<file path="config.mk">
export PLATFORM = sky130hd
export DESIGN_NAME = utf8_to_utf16_decoder_top
export DESIGN_NICKNAME = d
export VERILOG_FILES = /design/src/hw/rtl/u8u16_pkg.sv /design/src/hw/rtl/u8u16_decode.sv /design/src/hw/rtl/u8u16_unit_queue.sv /design/src/hw/rtl/utf8_to_utf16_decoder_top.sv
export SDC_FILE = /design/constraint.sdc
export NUM_CORES = 1
export LEC_CHECK = 0
export BUFFER_PORTS_ARGS = -buffer_cell sky130_fd_sc_hd__buf_2
export CAP_MARGIN = 40
export CORE_MARGIN = 4
export CORE_UTILIZATION = 35
export CTS_CLUSTER_DIAMETER = 50
export CTS_CLUSTER_SIZE = 40
export DETAILED_ROUTE_END_ITERATION = 10
export MAX_ROUTING_LAYER = met4
export PLACE_DENSITY = 0.52
export SLEW_MARGIN = 40
export SYNTH_ARGS = -nofsm -noshare
export SYNTH_HDL_FRONTEND = slang
export SYNTH_SLANG_ARGS = --single-unit
</file>
<file path="constraint.sdc">
create_clock -name clk -period 16.6 [get_ports clk]
set_input_delay 0.83 -clock clk [delete_from_list [all_inputs] [get_ports clk]]
set_output_delay 0.83 -clock clk [all_outputs]
set_load 0.01 [all_outputs]
</file>
<file path="src/hw/rtl/u8u16_pkg.sv">
// Shared types, constants and helpers for the UTF-8 to UTF-16 transcoder.
// No dependencies; imported by u8u16_decode, u8u16_unit_queue and the top level.
package u8u16_pkg;

	localparam int MAX_UNITS = 4;

	localparam logic [15:0] REPL_UNIT = 16'hFFFD;
	localparam logic [20:0] MAX_CODE = 21'h10FFFF;
	localparam logic [20:0] SURR_LO = 21'h00D800;
	localparam logic [20:0] SURR_HI = 21'h00DFFF;
	localparam logic [20:0] MIN_TWO = 21'h000080;
	localparam logic [20:0] MIN_THREE = 21'h000800;
	localparam logic [20:0] MIN_FOUR = 21'h010000;
	localparam logic [15:0] HIGH_BASE = 16'hD800;
	localparam logic [15:0] LOW_BASE = 16'hDC00;

	typedef logic [15:0] unit_t;

	// Code units caused by one byte, first unit at index 0.
	typedef struct packed {
		logic [2:0] count;
		unit_t [MAX_UNITS-1:0] units;
	} unit_group_t;

	// Pending sequence state.
	typedef struct packed {
		logic [20:0] partial;
		logic [1:0] expected;
		logic [1:0] held;
	} dec_state_t;

	// Append one unit to a group; further units beyond the capacity are dropped.
	function automatic unit_group_t add_unit(input unit_group_t g, input unit_t x);
		unit_group_t r;
		r = g;
		if (g.count < 3'(MAX_UNITS)) begin
			r.units[g.count[1:0]] = x;
			r.count = g.count + 3'd1;
		end
		return r;
	endfunction

endpackage

</file>
<file path="src/hw/rtl/u8u16_decode.sv">
// Combinational decode of one byte against the pending sequence state.
// Depends on u8u16_pkg for the state and unit group types.
module u8u16_decode (
	input  logic [7:0]            in_byte,
	input  logic                  eot,
	input  u8u16_pkg::dec_state_t cur,
	output u8u16_pkg::dec_state_t nxt,
	output u8u16_pkg::unit_group_t group
);
	import u8u16_pkg::*;

	always_comb begin
		dec_state_t st;
		unit_group_t g;
		logic fresh;
		logic [20:0] acc;
		logic [20:0] cp;
		logic [20:0] minimum;
		logic [20:0] off;
		logic bad;

		st = cur;
		g = '0;
		fresh = 1'b0;
		acc = {cur.partial[14:0], in_byte[5:0]};
		cp = acc;
		off = cp - MIN_FOUR;
		minimum = (cur.held == 2'd1) ? MIN_TWO : (cur.held == 2'd2) ? MIN_THREE : MIN_FOUR;
		bad = (cp < minimum) || (cp > MAX_CODE) || (cp >= SURR_LO && cp <= SURR_HI);

		if (cur.expected != 2'd0) begin
			if (in_byte[7:6] == 2'b10) begin
				if (cur.expected == 2'd1) begin
					// Final continuation byte: the sequence is complete.
					if (bad) begin
						g = add_unit(g, REPL_UNIT);
					end else if (cp[20:16] == 5'd0) begin
						g = add_unit(g, cp[15:0]);
					end else begin
						g = add_unit(g, HIGH_BASE + {6'd0, off[19:10]});
						g = add_unit(g, LOW_BASE + {6'd0, off[9:0]});
					end
					st = '0;
				end else begin
					st.partial = acc;
					st.expected = cur.expected - 2'd1;
					st.held = cur.held + 2'd1;
				end
			end else begin
				// Broken sequence: one replacement per held byte, then restart.
				for (int k = 0; k < 3; k++) begin
					if (2'(k) < cur.held) begin
						g = add_unit(g, REPL_UNIT);
					end
				end
				st = '0;
				fresh = 1'b1;
			end
		end else begin
			fresh = 1'b1;
		end

		if (fresh) begin
			if (in_byte[7] == 1'b0) begin
				g = add_unit(g, {8'd0, in_byte});
			end else if (in_byte inside {[8'hC2:8'hDF]}) begin
				st.partial = {16'd0, in_byte[4:0]};
				st.expected = 2'd1;
				st.held = 2'd1;
			end else if (in_byte inside {[8'hE0:8'hEF]}) begin
				st.partial = {17'd0, in_byte[3:0]};
				st.expected = 2'd2;
				st.held = 2'd1;
			end else if (in_byte inside {[8'hF0:8'hF4]}) begin
				st.partial = {18'd0, in_byte[2:0]};
				st.expected = 2'd3;
				st.held = 2'd1;
			end else begin
				g = add_unit(g, REPL_UNIT);
			end
		end

		// End of text with a sequence still open flushes the held bytes.
		if (eot && st.expected != 2'd0) begin
			for (int k = 0; k < 3; k++) begin
				if (2'(k) < st.held) begin
					g = add_unit(g, REPL_UNIT);
				end
			end
			st = '0;
		end

		nxt = st;
		group = g;
	end

endmodule

</file>
<file path="src/hw/rtl/u8u16_unit_queue.sv">
// Result register: holds the code units of one byte and hands them out one word a cycle while m_tready is high.
// Depends on u8u16_pkg for the unit group type.
module u8u16_unit_queue (
	input  logic                   clk,
	input  logic                   arst_n,
	input  logic                   load,
	input  u8u16_pkg::unit_group_t group,
	output logic                   free,
	output logic                   m_tvalid,
	input  logic                   m_tready,
	output logic [15:0]            m_tdata,   // code_unit[15:0]
	output logic                   m_tlast    // run_last
);
	import u8u16_pkg::*;

	logic [2:0] rem_s2;
	unit_t [MAX_UNITS-1:0] units_s2;
	logic emit;

	assign m_tvalid = (rem_s2 != 3'd0);
	assign m_tdata = units_s2[0];
	assign m_tlast = (rem_s2 == 3'd1);
	assign emit = m_tvalid && m_tready;
	assign free = (rem_s2 == 3'd0) || (m_tlast && m_tready);

	always_ff @(posedge clk or negedge arst_n) begin
		if (!arst_n) begin
			rem_s2 <= 3'd0;
		end else if (load) begin
			rem_s2 <= group.count;
		end else if (emit) begin
			rem_s2 <= rem_s2 - 3'd1;
		end
	end

	always_ff @(posedge clk) begin
		if (load) begin
			units_s2 <= group.units;
		end else if (emit) begin
			for (int i = 0; i < MAX_UNITS - 1; i++) begin
				units_s2[i] <= units_s2[i+1];
			end
		end
	end

endmodule

</file>
<file path="src/hw/rtl/utf8_to_utf16_decoder_top.sv">
// Top level of the UTF-8 to UTF-16 transcoder: input register, sequence state, decode, result register.
// Depends on u8u16_pkg, u8u16_decode and u8u16_unit_queue.
//
// The block takes one UTF-8 byte per word on the slave side and sends UTF-16 code units on the
// master side, with tlast set on the last code unit that a byte causes. A byte on the slave side
// enters an input register; once the result register is free, the decode logic combines it with
// the pending sequence state and loads all code units it causes (zero to four) into the result
// register, which hands them out one word per cycle while the master side is ready. A byte that
// yields no or one code unit does not hold up the next, so plain text flows at one byte per clock
// on the same terms. A byte that yields more (a surrogate pair, or replacements from a broken
// sequence) holds the result register until its last unit is taken, and the slave side stalls
// meanwhile. Stalls on the master side back up through the result and input registers without
// loss. Invalid leads, broken or incomplete sequences, overlong forms, surrogates and values
// above 10FFFF become U+FFFD; tlast on the input marks end of text and flushes any open sequence.
module utf8_to_utf16_decoder_top (
	input  logic        clk,
	input  logic        arst_n,
	input  logic        s_tvalid,
	output logic        s_tready,
	input  logic [7:0]  s_tdata,    // in_byte[7:0]
	input  logic        s_tlast,    // end_of_text
	output logic        m_tvalid,
	input  logic        m_tready,
	output logic [15:0] m_tdata,    // code_unit[15:0]
	output logic        m_tlast     // run_last
);
	import u8u16_pkg::*;

	// Input register.
	logic       valid_s1;
	logic [7:0] byte_s1;
	logic       eot_s1;

	// Pending sequence state, updated when the registered byte is decoded.
	dec_state_t state_q;
	dec_state_t state_next;
	unit_group_t group;

	logic free;
	logic advance;

	// The registered byte moves on once the result register can take its units.
	assign advance = valid_s1 && free;
	assign s_tready = !valid_s1 || advance;

	always_ff @(posedge clk or negedge arst_n) begin
		if (!arst_n) begin
			valid_s1 <= 1'b0;
			state_q <= '0;
		end else begin
			if (s_tready) begin
				valid_s1 <= s_tvalid;
			end
			if (advance) begin
				state_q <= state_next;
			end
		end
	end

	always_ff @(posedge clk) begin
		if (s_tvalid && s_tready) begin
			byte_s1 <= s_tdata;
			eot_s1 <= s_tlast;
		end
	end

	u8u16_decode u_decode (
		.in_byte (byte_s1),
		.eot     (eot_s1),
		.cur     (state_q),
		.nxt     (state_next),
		.group   (group)
	);

	u8u16_unit_queue u_queue (
		.clk      (clk),
		.arst_n   (arst_n),
		.load     (advance),
		.group    (group),
		.free     (free),
		.m_tvalid (m_tvalid),
		.m_tready (m_tready),
		.m_tdata  (m_tdata),
		.m_tlast  (m_tlast)
	);

endmodule

</file>
# --- After elaboration in Yosys (flattened, before gate mapping) ---
# Cells that the tools add are included.
totals:
  ff_bits: 102
  input_bits: 13
  output_inout_bits: 19
  elab_cells: 185
classes:
  n_addsub: 13
  magnitude_cmp: 37
  n_eq_ne: 5
  n_mux: 74
  bitwise: 18
  n_reduce_logical: 27
op_table:
  columns: ["cell", "count"]
  rows:
  - ["67-bit 2-to-1 mux", 30]
  - ["60-bit OR", 6]
  - ["25-bit 2-to-1 mux", 9]
  - ["16-bit demux with 2-bit select", 7]
  - ["16-bit 2-to-1 mux", 12]
  - ["64-bit bitwise mux", 2]
  - ["48-bit 2-to-1 mux", 2]
  - ["65-bit 2-to-1 mux", 1]
  - ["15-bit by 11-bit adder with 16-bit output, first input constant", 2]
  - ["4-bit bitwise AND", 6]
  - ["8-bit greater-or-equal comparator, second input constant", 3]
  - ["8-bit <= comparator, second input constant", 3]
  - ["4-bit inverter", 6]
  - ["3-bit by 1-bit adder with 3-bit output, second input constant", 7]
  - ["21-bit by 16-bit greater-or-equal comparator with 1-bit output, second input constant", 1]
  - ["21-bit > comparator, second input constant", 1]
  - ["21-bit by 16-bit <= comparator with 1-bit output, second input constant", 1]
  - ["2-bit by 3-bit less-than comparator with 1-bit output, second input constant", 7]
  - ["21-bit less-than comparator", 1]
  - ["3-bit less-than comparator, second input constant", 7]
  - ["21-bit 2-to-1 mux", 1]
  - ["3-bit 2-to-1 mux", 7]
  - ["20-bit by 17-bit subtractor with 20-bit output, second input constant", 1]
  - ["17-bit 2-to-1 mux", 1]
  - ["other kinds (17)", 50]

# --- Logic depth before layout (Yosys ltp) ---
logic_depth:
  word_depth: 64
  ltp_mapped: 27
  ltp_nobuf: 27

# --- Modules after synthesis ---
# Synthesis repeated with hierarchy kept, for this count alone.
hier_totals:
  cells_unflattened: 635
  area_unflattened_um2: 6845.3
modules_own_cells:
  columns: ["module", "n_inst", "cells_per_inst", "area_per_inst_um2"]
  rows:
  - ["u8u16_unit_queue", 1, 160, 2937.8]
  - ["u8u16_decode", 1, 408, 2576.2]
  - ["utf8_to_utf16_decoder_top", 1, 67, 1331.3]

# --- Least setup slack after synthesis ---
# OpenSTA, ideal clock, no wires.
synth_timing:
  path_type: "reg2reg"
  startpoint: "reg state_q[0] (netlist name)"
  endpoint: "reg u_queue.units_s2, in the netlist u_queue.m_tdata[0] (data pin)"
  setup_ns: 0.258
  arrival_ns: 5.186
  required_ns: 16.342
  path_slack_ns: 11.156
  path_stages_with_launch: 27
  n_path_buf: 0
  path_cell_list: "dfrtp_1 -> inv_1 -> ha_1 -> ha_1 -> nor2_1 -> nand4_1 -> o22ai_1 -> nor3_4 -> a31oi_2 -> ha_1 -> nor3_1 -> o21bai_1 -> inv_1 -> ha_1 -> mux2_2 -> a21o_1 -> inv_1 -> ha_1 -> mux2i_1 -> inv_1 -> ha_1 -> a31o_2 -> a22oi_1 -> nor2_2 -> or3_1 -> nand2b_1 -> o221a_2"
synth_between:
  elab_chain_cells: 38
  word_cells_on_any_way: 100
  classes_between: "add/sub: 6; order compare: 25; eq/ne: 2; mux: 53; bitwise: 6; reduce/logical: 8"
synth_rtl:
  columns: ["item", "line", "source"]
  rows:
  - ["start, declared", "utf8_to_utf16_decoder_top.sv:35", "dec_state_t state_q;"]
  - ["start signal, assigned", "utf8_to_utf16_decoder_top.sv:55", "state_q <= state_next;"]
  - ["1-bit by 2-bit less-than comparator with 1-bit output", "u8u16_decode.sv:52", "if (2'(k) < cur.held) begin"]
  - ["65-bit 2-to-1 mux", "u8u16_decode.sv:52", null]
  - ["67-bit 2-to-1 mux", "u8u16_decode.sv:32", "if (in_byte[7:6] == 2'b10) begin"]
  - ["67-bit 2-to-1 mux", "u8u16_decode.sv:31", "if (cur.expected != 2'd0) begin"]
  - ["3-bit by 1-bit adder with 3-bit output, or another cell as far along", "u8u16_pkg.sv:38", "r.count = g.count + 3'd1;"]
  - ["67-bit 2-to-1 mux or 1-bit logical AND (tied branches)", "u8u16_pkg.sv:36, u8u16_pkg.sv:37", null]
  - ["67-bit 2-to-1 mux or 16-bit 2-to-1 mux (tied branches)", "u8u16_decode.sv:52, u8u16_pkg.sv:37", null]
  - ["67-bit 2-to-1 mux or 16-bit demux with 2-bit select (tied branches)", null, null]
  - ["[22 not listed]", null, null]
  - ["1-bit logical AND (implied by the code) or 67-bit 2-to-1 mux (tied branches)", "u8u16_pkg.sv:37, u8u16_pkg.sv:36", null]
  - ["16-bit 2-to-1 mux (implied by the code) or 67-bit 2-to-1 mux (tied branches)", "u8u16_pkg.sv:37, u8u16_decode.sv:86", null]
  - ["16-bit demux with 2-bit select or 67-bit 2-to-1 mux (tied branches)", null, null]
  - ["60-bit OR (no line)", null, null]
  - ["67-bit 2-to-1 mux", "u8u16_pkg.sv:36", "if (g.count < 3'(MAX_UNITS)) begin"]
  - ["67-bit 2-to-1 mux", "u8u16_decode.sv:86", "if (2'(k) < st.held) begin"]
  - ["67-bit 2-to-1 mux *", "u8u16_decode.sv:84", "if (eot && st.expected != 2'd0) begin"]
  - ["48-bit 2-to-1 mux *", "u8u16_unit_queue.sv:37", "if (load) begin"]
  - ["end signal, assigned", "u8u16_unit_queue.sv:38", "units_s2 <= group.units;"]
  - ["end signal, assigned by index", "u8u16_unit_queue.sv:41", "units_s2[i] <= units_s2[i+1];"]
  - ["end, declared", "u8u16_unit_queue.sv:17", "unit_t [MAX_UNITS-1:0] units_s2;"]
# Every way passes the cells marked *; elsewhere a longest branch is shown, timed or not. The select of a mux whose other input is x is not followed.
# A chain may end at the register's enable or synchronous reset.

# --- Worst setup path after layout ---
layout_timing:
  startpoint: "reg state_q[16] (netlist name)"
  endpoint: "reg u_queue.units_s2, in the netlist u_queue.m_tdata[3] (data pin)"
layout_between:
  elab_chain_cells: 31
  word_cells_on_any_way: 62
  classes_between: "add/sub: 3; order compare: 16; mux: 31; bitwise: 4; reduce/logical: 8"
layout_rtl:
  columns: ["item", "line", "source"]
  rows:
  - ["21-bit less-than comparator, or another cell as far along", "u8u16_decode.sv:29", "bad = (cp < minimum) || (cp > MAX_CODE) || (cp >= SURR_LO && cp <= SURR_HI);"]
  - ["1-bit logical OR or 1-bit logical AND (tied branches)", "u8u16_decode.sv:29", null]
  - ["1-bit logical OR", "u8u16_decode.sv:29", null]
  - ["67-bit 2-to-1 mux *", "u8u16_decode.sv:35", "if (bad) begin"]
  - ["67-bit 2-to-1 mux *", "u8u16_decode.sv:33", "if (cur.expected == 2'd1) begin"]
  - ["67-bit 2-to-1 mux *", "u8u16_decode.sv:32", null]
  - ["67-bit 2-to-1 mux *", "u8u16_decode.sv:31", null]
  - ["3-bit by 1-bit adder with 3-bit output, or another cell as far along", "u8u16_pkg.sv:38", null]
  - ["[15 not listed]", null, null]
  - ["1-bit logical AND (implied by the code) or 67-bit 2-to-1 mux (tied branches)", "u8u16_pkg.sv:37, u8u16_pkg.sv:36", null]
  - ["16-bit 2-to-1 mux (implied by the code) or 67-bit 2-to-1 mux (tied branches)", "u8u16_pkg.sv:37, u8u16_decode.sv:86", null]
  - ["16-bit demux with 2-bit select or 67-bit 2-to-1 mux (tied branches)", null, null]
  - ["60-bit OR (no line)", null, null]
  - ["67-bit 2-to-1 mux", "u8u16_pkg.sv:36", null]
  - ["67-bit 2-to-1 mux", "u8u16_decode.sv:86", null]
  - ["67-bit 2-to-1 mux *", "u8u16_decode.sv:84", null]
  - ["48-bit 2-to-1 mux *", "u8u16_unit_queue.sv:37", null]
# Marked as above.

==> reports/results.txt <==
Vias per cell - 5.489
Antenna violations before repair - 0
Fin util - 39.60%
Worst skew pair latency - 0.35 ns
Nets - 552
Yosys warns - 0
H-tree depth - 3
Post-Syn Nets - 544
Setup skew after layout - 0.007007 ns
Final Hold Fails - 0
# diodes - 0
Total clock buffers created by CTS - 9
Starting density of the core - 35.80%
Max-Slew Margin vs Limit - 50.84%
CP Cell Sequence - nor3_1, nand2_2, mux2i_1, a21oi_1, a31oi_2, ha_1, nor3_1, o21bai_1, inv_1, ha_1, mux2_2, a21o_1, inv_1, ha_1, mux2i_1, inv_1, ha_1, a31o_2, a22oi_1, nor2_2, or3_1, nand2b_1, o221a_2
Critical path type - reg -> reg
Tightest Pin Transition - 0.7342 ns
Die area - 0.01623 sq mm
Max Fclk - 158.8 MHz
Clock-pin transition on the worst setup and hold timing paths - 0.06 ns
First-pass GRT wire length - 20.20 mm
Most common cell in the synthesized netlist - edfxtp_1
CP max-delay cell - nor3_1
Flops & latches, synth - 78
# port buffers - 31
Internal power - 0.6836 mW
Die height - 127.4 microns
List of most frequent post-synthesis cells - 55 x edfxtp_1, 50 x nand2_1, 40 x nor2_1
Min cycle time layout - 6.297 ns
Crit-path max FO - 19
Mapped Area - 0.004989 sq mm
Flop pwr share - 32.9%
Pre-CTS WS - 10.37 ns
Predominant post-synthesis flop cell - edfxtp_1
Largest net degree at the start of global routing - 43
Clk pwr share - 18.9%
Ys async rst share - 29.49%
Fill count - 1390
Family with the most delay on the worst path - simple AND/OR/NAND/NOR gates
Gr usage total - 16.36%
CTS tree - yes
Cells after synthesis - 503
Maxcap violations - 0
Final Wtd Congestion - 0.9085
Max Slew Vio Count - 0
Final ANT Viol Nets - 0
Routed len/inst - 17.94 microns
Routed wire length - 12.49 mm
Drt first pass iters - 5
Area of the multi-input gates - 0.002460 sq mm
RSZ-0062 raised after global routing - false
Hold_buf cts - 0
CTS-repair resized insts - 0
CP arrival - 6.39 ns
Root buffer cell - clkbuf_16
Endpoints failing setup - 0
Hold WS - 0.4600 ns
Power Density - 210.6 mW/mm^2
Synth top area cells - edfxtp_1 33%, dfrtp_1 12%, ha_1 7.0%, nand2_1 3.8%, a21oi_1 3.4%
Period utilisation layout - 37.93%
Deepest clock path buffer count - 2
Vias after detailed routing - 3820
Core Rows - 43
Mapped Avg Cell Area - 9.918 sq um
Core ar. - 0.01393 sq mm
DRC viols - 0
Reg area - 0.002227 sq mm
Library cells used by synthesis - 75
Sw Pwr - 0.4782 mW
CP Launch Type - flop
Switching Share - 41.16%
Final Total Pwr - 1.162 mW
Number of synthesized flops with an enable pin - 55
Leakage - 2.227 nW
Area leader, netlist - edfxtp_1
Crit path buf inv count - 3
Register area share after synthesis - 44.65%
# clock sinks - 78
Area grow syn2layout - 10.61%
DRT iter0 DRCs - 346
Detailed placer's ending HPWL - 9.083 mm
Final WS setup - 10.30 ns
Vias in the first global route - 3783
Comb pwr share - 48.2%
Area share of the largest cell type after synthesis - 33.11%
Width of the die - 127.4 microns
Crit path largest cell delay - 0.59 ns
Post-CTS Repair Setup Buffers - 0
Gr ovfl total - 0
Setup_tns - 0 ns
Critical Path RT - 16.70 ns
Max VDD drop - 0.1129 mV
IO Pins - 32
Hold Path Class - in -> async
Element type at the critical path end - flop
Status - complete, no violations
Share of layout cells above drive strength 1 - 15.50%
CP most frequent cell - ha_1
layout make-up:
cell class	instances	area share [%]
Timing Repair Buffer	35	3.356
Clock buffer	11	4.218
Multi-Input combinational cell	363	44.58
Sequential cell	78	40.36
Clock inverter	5	1.769
Tap cell	180	4.082
Inverter	24	1.633
placed cells by master, fill, tap and decap left out, drive strengths merged, types with 4 or more instances in the layout:
| cell type | instances |
|---|---|
| a21o | 9 |
| a21oi | 34 |
| a22o | 13 |
| a22oi | 5 |
| a31oi | 7 |
| and2 | 8 |
| and3 | 8 |
| buf | 35 |
| clkbuf | 11 |
| dfrtp | 23 |
| edfxtp | 55 |
| ha | 28 |
| inv | 24 |
| nand2 | 51 |
| nand2b | 11 |
| nand3 | 16 |
| nand4 | 6 |
| nor2 | 41 |
| nor2b | 5 |
| nor3 | 8 |
| nor4 | 6 |
| o21a | 4 |
| o21ai | 33 |
| o221a | 10 |
| o31ai | 8 |
| xnor2 | 4 |
power groups by stage:
stage                     combinational (mW)  sequential, mW  clock (mW)
after floorplan                        0.452           0.355           0
after global placement                 0.550           0.385           0
after detailed placement               0.556           0.386           0
after CTS                              0.560           0.383       0.225
after global routing                   0.635           0.391       0.231
final                                  0.560           0.382       0.219
registers in the layout, indices dropped and copies added (netlist names):
signal and cells:
byte_s1 8, valid_s1 1, eot_s1 1, u_queue.rem_s2 3
u_queue.units_s2 30, state_q 19, u_queue.m_tdata 16
cell families (layout without fill, tap and decap cells):
kind of cell | Yosys count | after routing | share of synthesized area [%]
and+or+nand+nor | 171 | 171 | 17.58
AOI/OAI and AO/OA | 153 | 153 | 22.42
xor gates and xnor gates | 6 | 6 | 1.053
buffers and inverters | 62 | 75 | 6.220
DFF | 78 | 78 | 44.64
muxes | 5 | 5 | 1.053
adders and majority gates | 28 | 28 | 7.023
per-stage QoR:
stage / std cells / instance area (sq um)
2_1_floorplan: 503 / 4989
3_3_place_gp: 680 / 5179
3_5_place_dp: 680 / 5182
4_1_cts: 696 / 5513
5_1_grt: 696 / 5518
6_report: 696 / 5518
worst paths after layout:
| path | to | depth (start not counted) | startpoint | slack (ns) |
|---|---|---|---|---|
| min | u_queue.rem_s2[1]$_DFFE_PN0P_ | 1 | arst_n | 0.46 |
| min in group clk | u_queue.units_s2[33]$_DFFE_PP_ | 2 | u_queue.units_s2[49]$_DFFE_PP_ | 0.51 |
| max reg2reg | u_queue.m_tdata[3]$_DFFE_PP_ | 23 | state_q[16]$_DFFE_PN0P_ | 10.30 |
| max in group asynchronous | state_q[16]$_DFFE_PN0P_ | 1 | arst_n | 15.77 |
| min reg2reg | u_queue.units_s2[33]$_DFFE_PP_ | 2 | u_queue.units_s2[49]$_DFFE_PP_ | 0.51 |
| max | u_queue.m_tdata[3]$_DFFE_PP_ | 23 | state_q[16]$_DFFE_PN0P_ | 10.30 |
worst reg2reg max path, stage by stage, from the launching register on:
cell and delay [ns]:
dfrtp_1 0.44, nor3_1 0.59, nand2_2 0.37, mux2i_1 0.27, a21oi_1 0.18, a31oi_2 0.40
ha_1 0.31, nor3_1 0.23, o21bai_1 0.23, inv_1 0.11, ha_1 0.28, mux2_2 0.28
a21o_1 0.20, inv_1 0.09, ha_1 0.23, mux2i_1 0.24, inv_1 0.10, ha_1 0.19
a31o_2 0.22, a22oi_1 0.20, nor2_2 0.13, or3_1 0.47, nand2b_1 0.18, o221a_2 0.13
per-layer routing:
layer / GRT usage, % / share of wire, % / routed length (microns)
met1: 21.38 / 47 / 5876
met2: 25.15 / 46 / 5755
met3: 3.470 / 4.9 / 613
met4: 5.931 / 2.0 / 244
met5: - / 0 / 0
(Power assumes the default switching activity.)
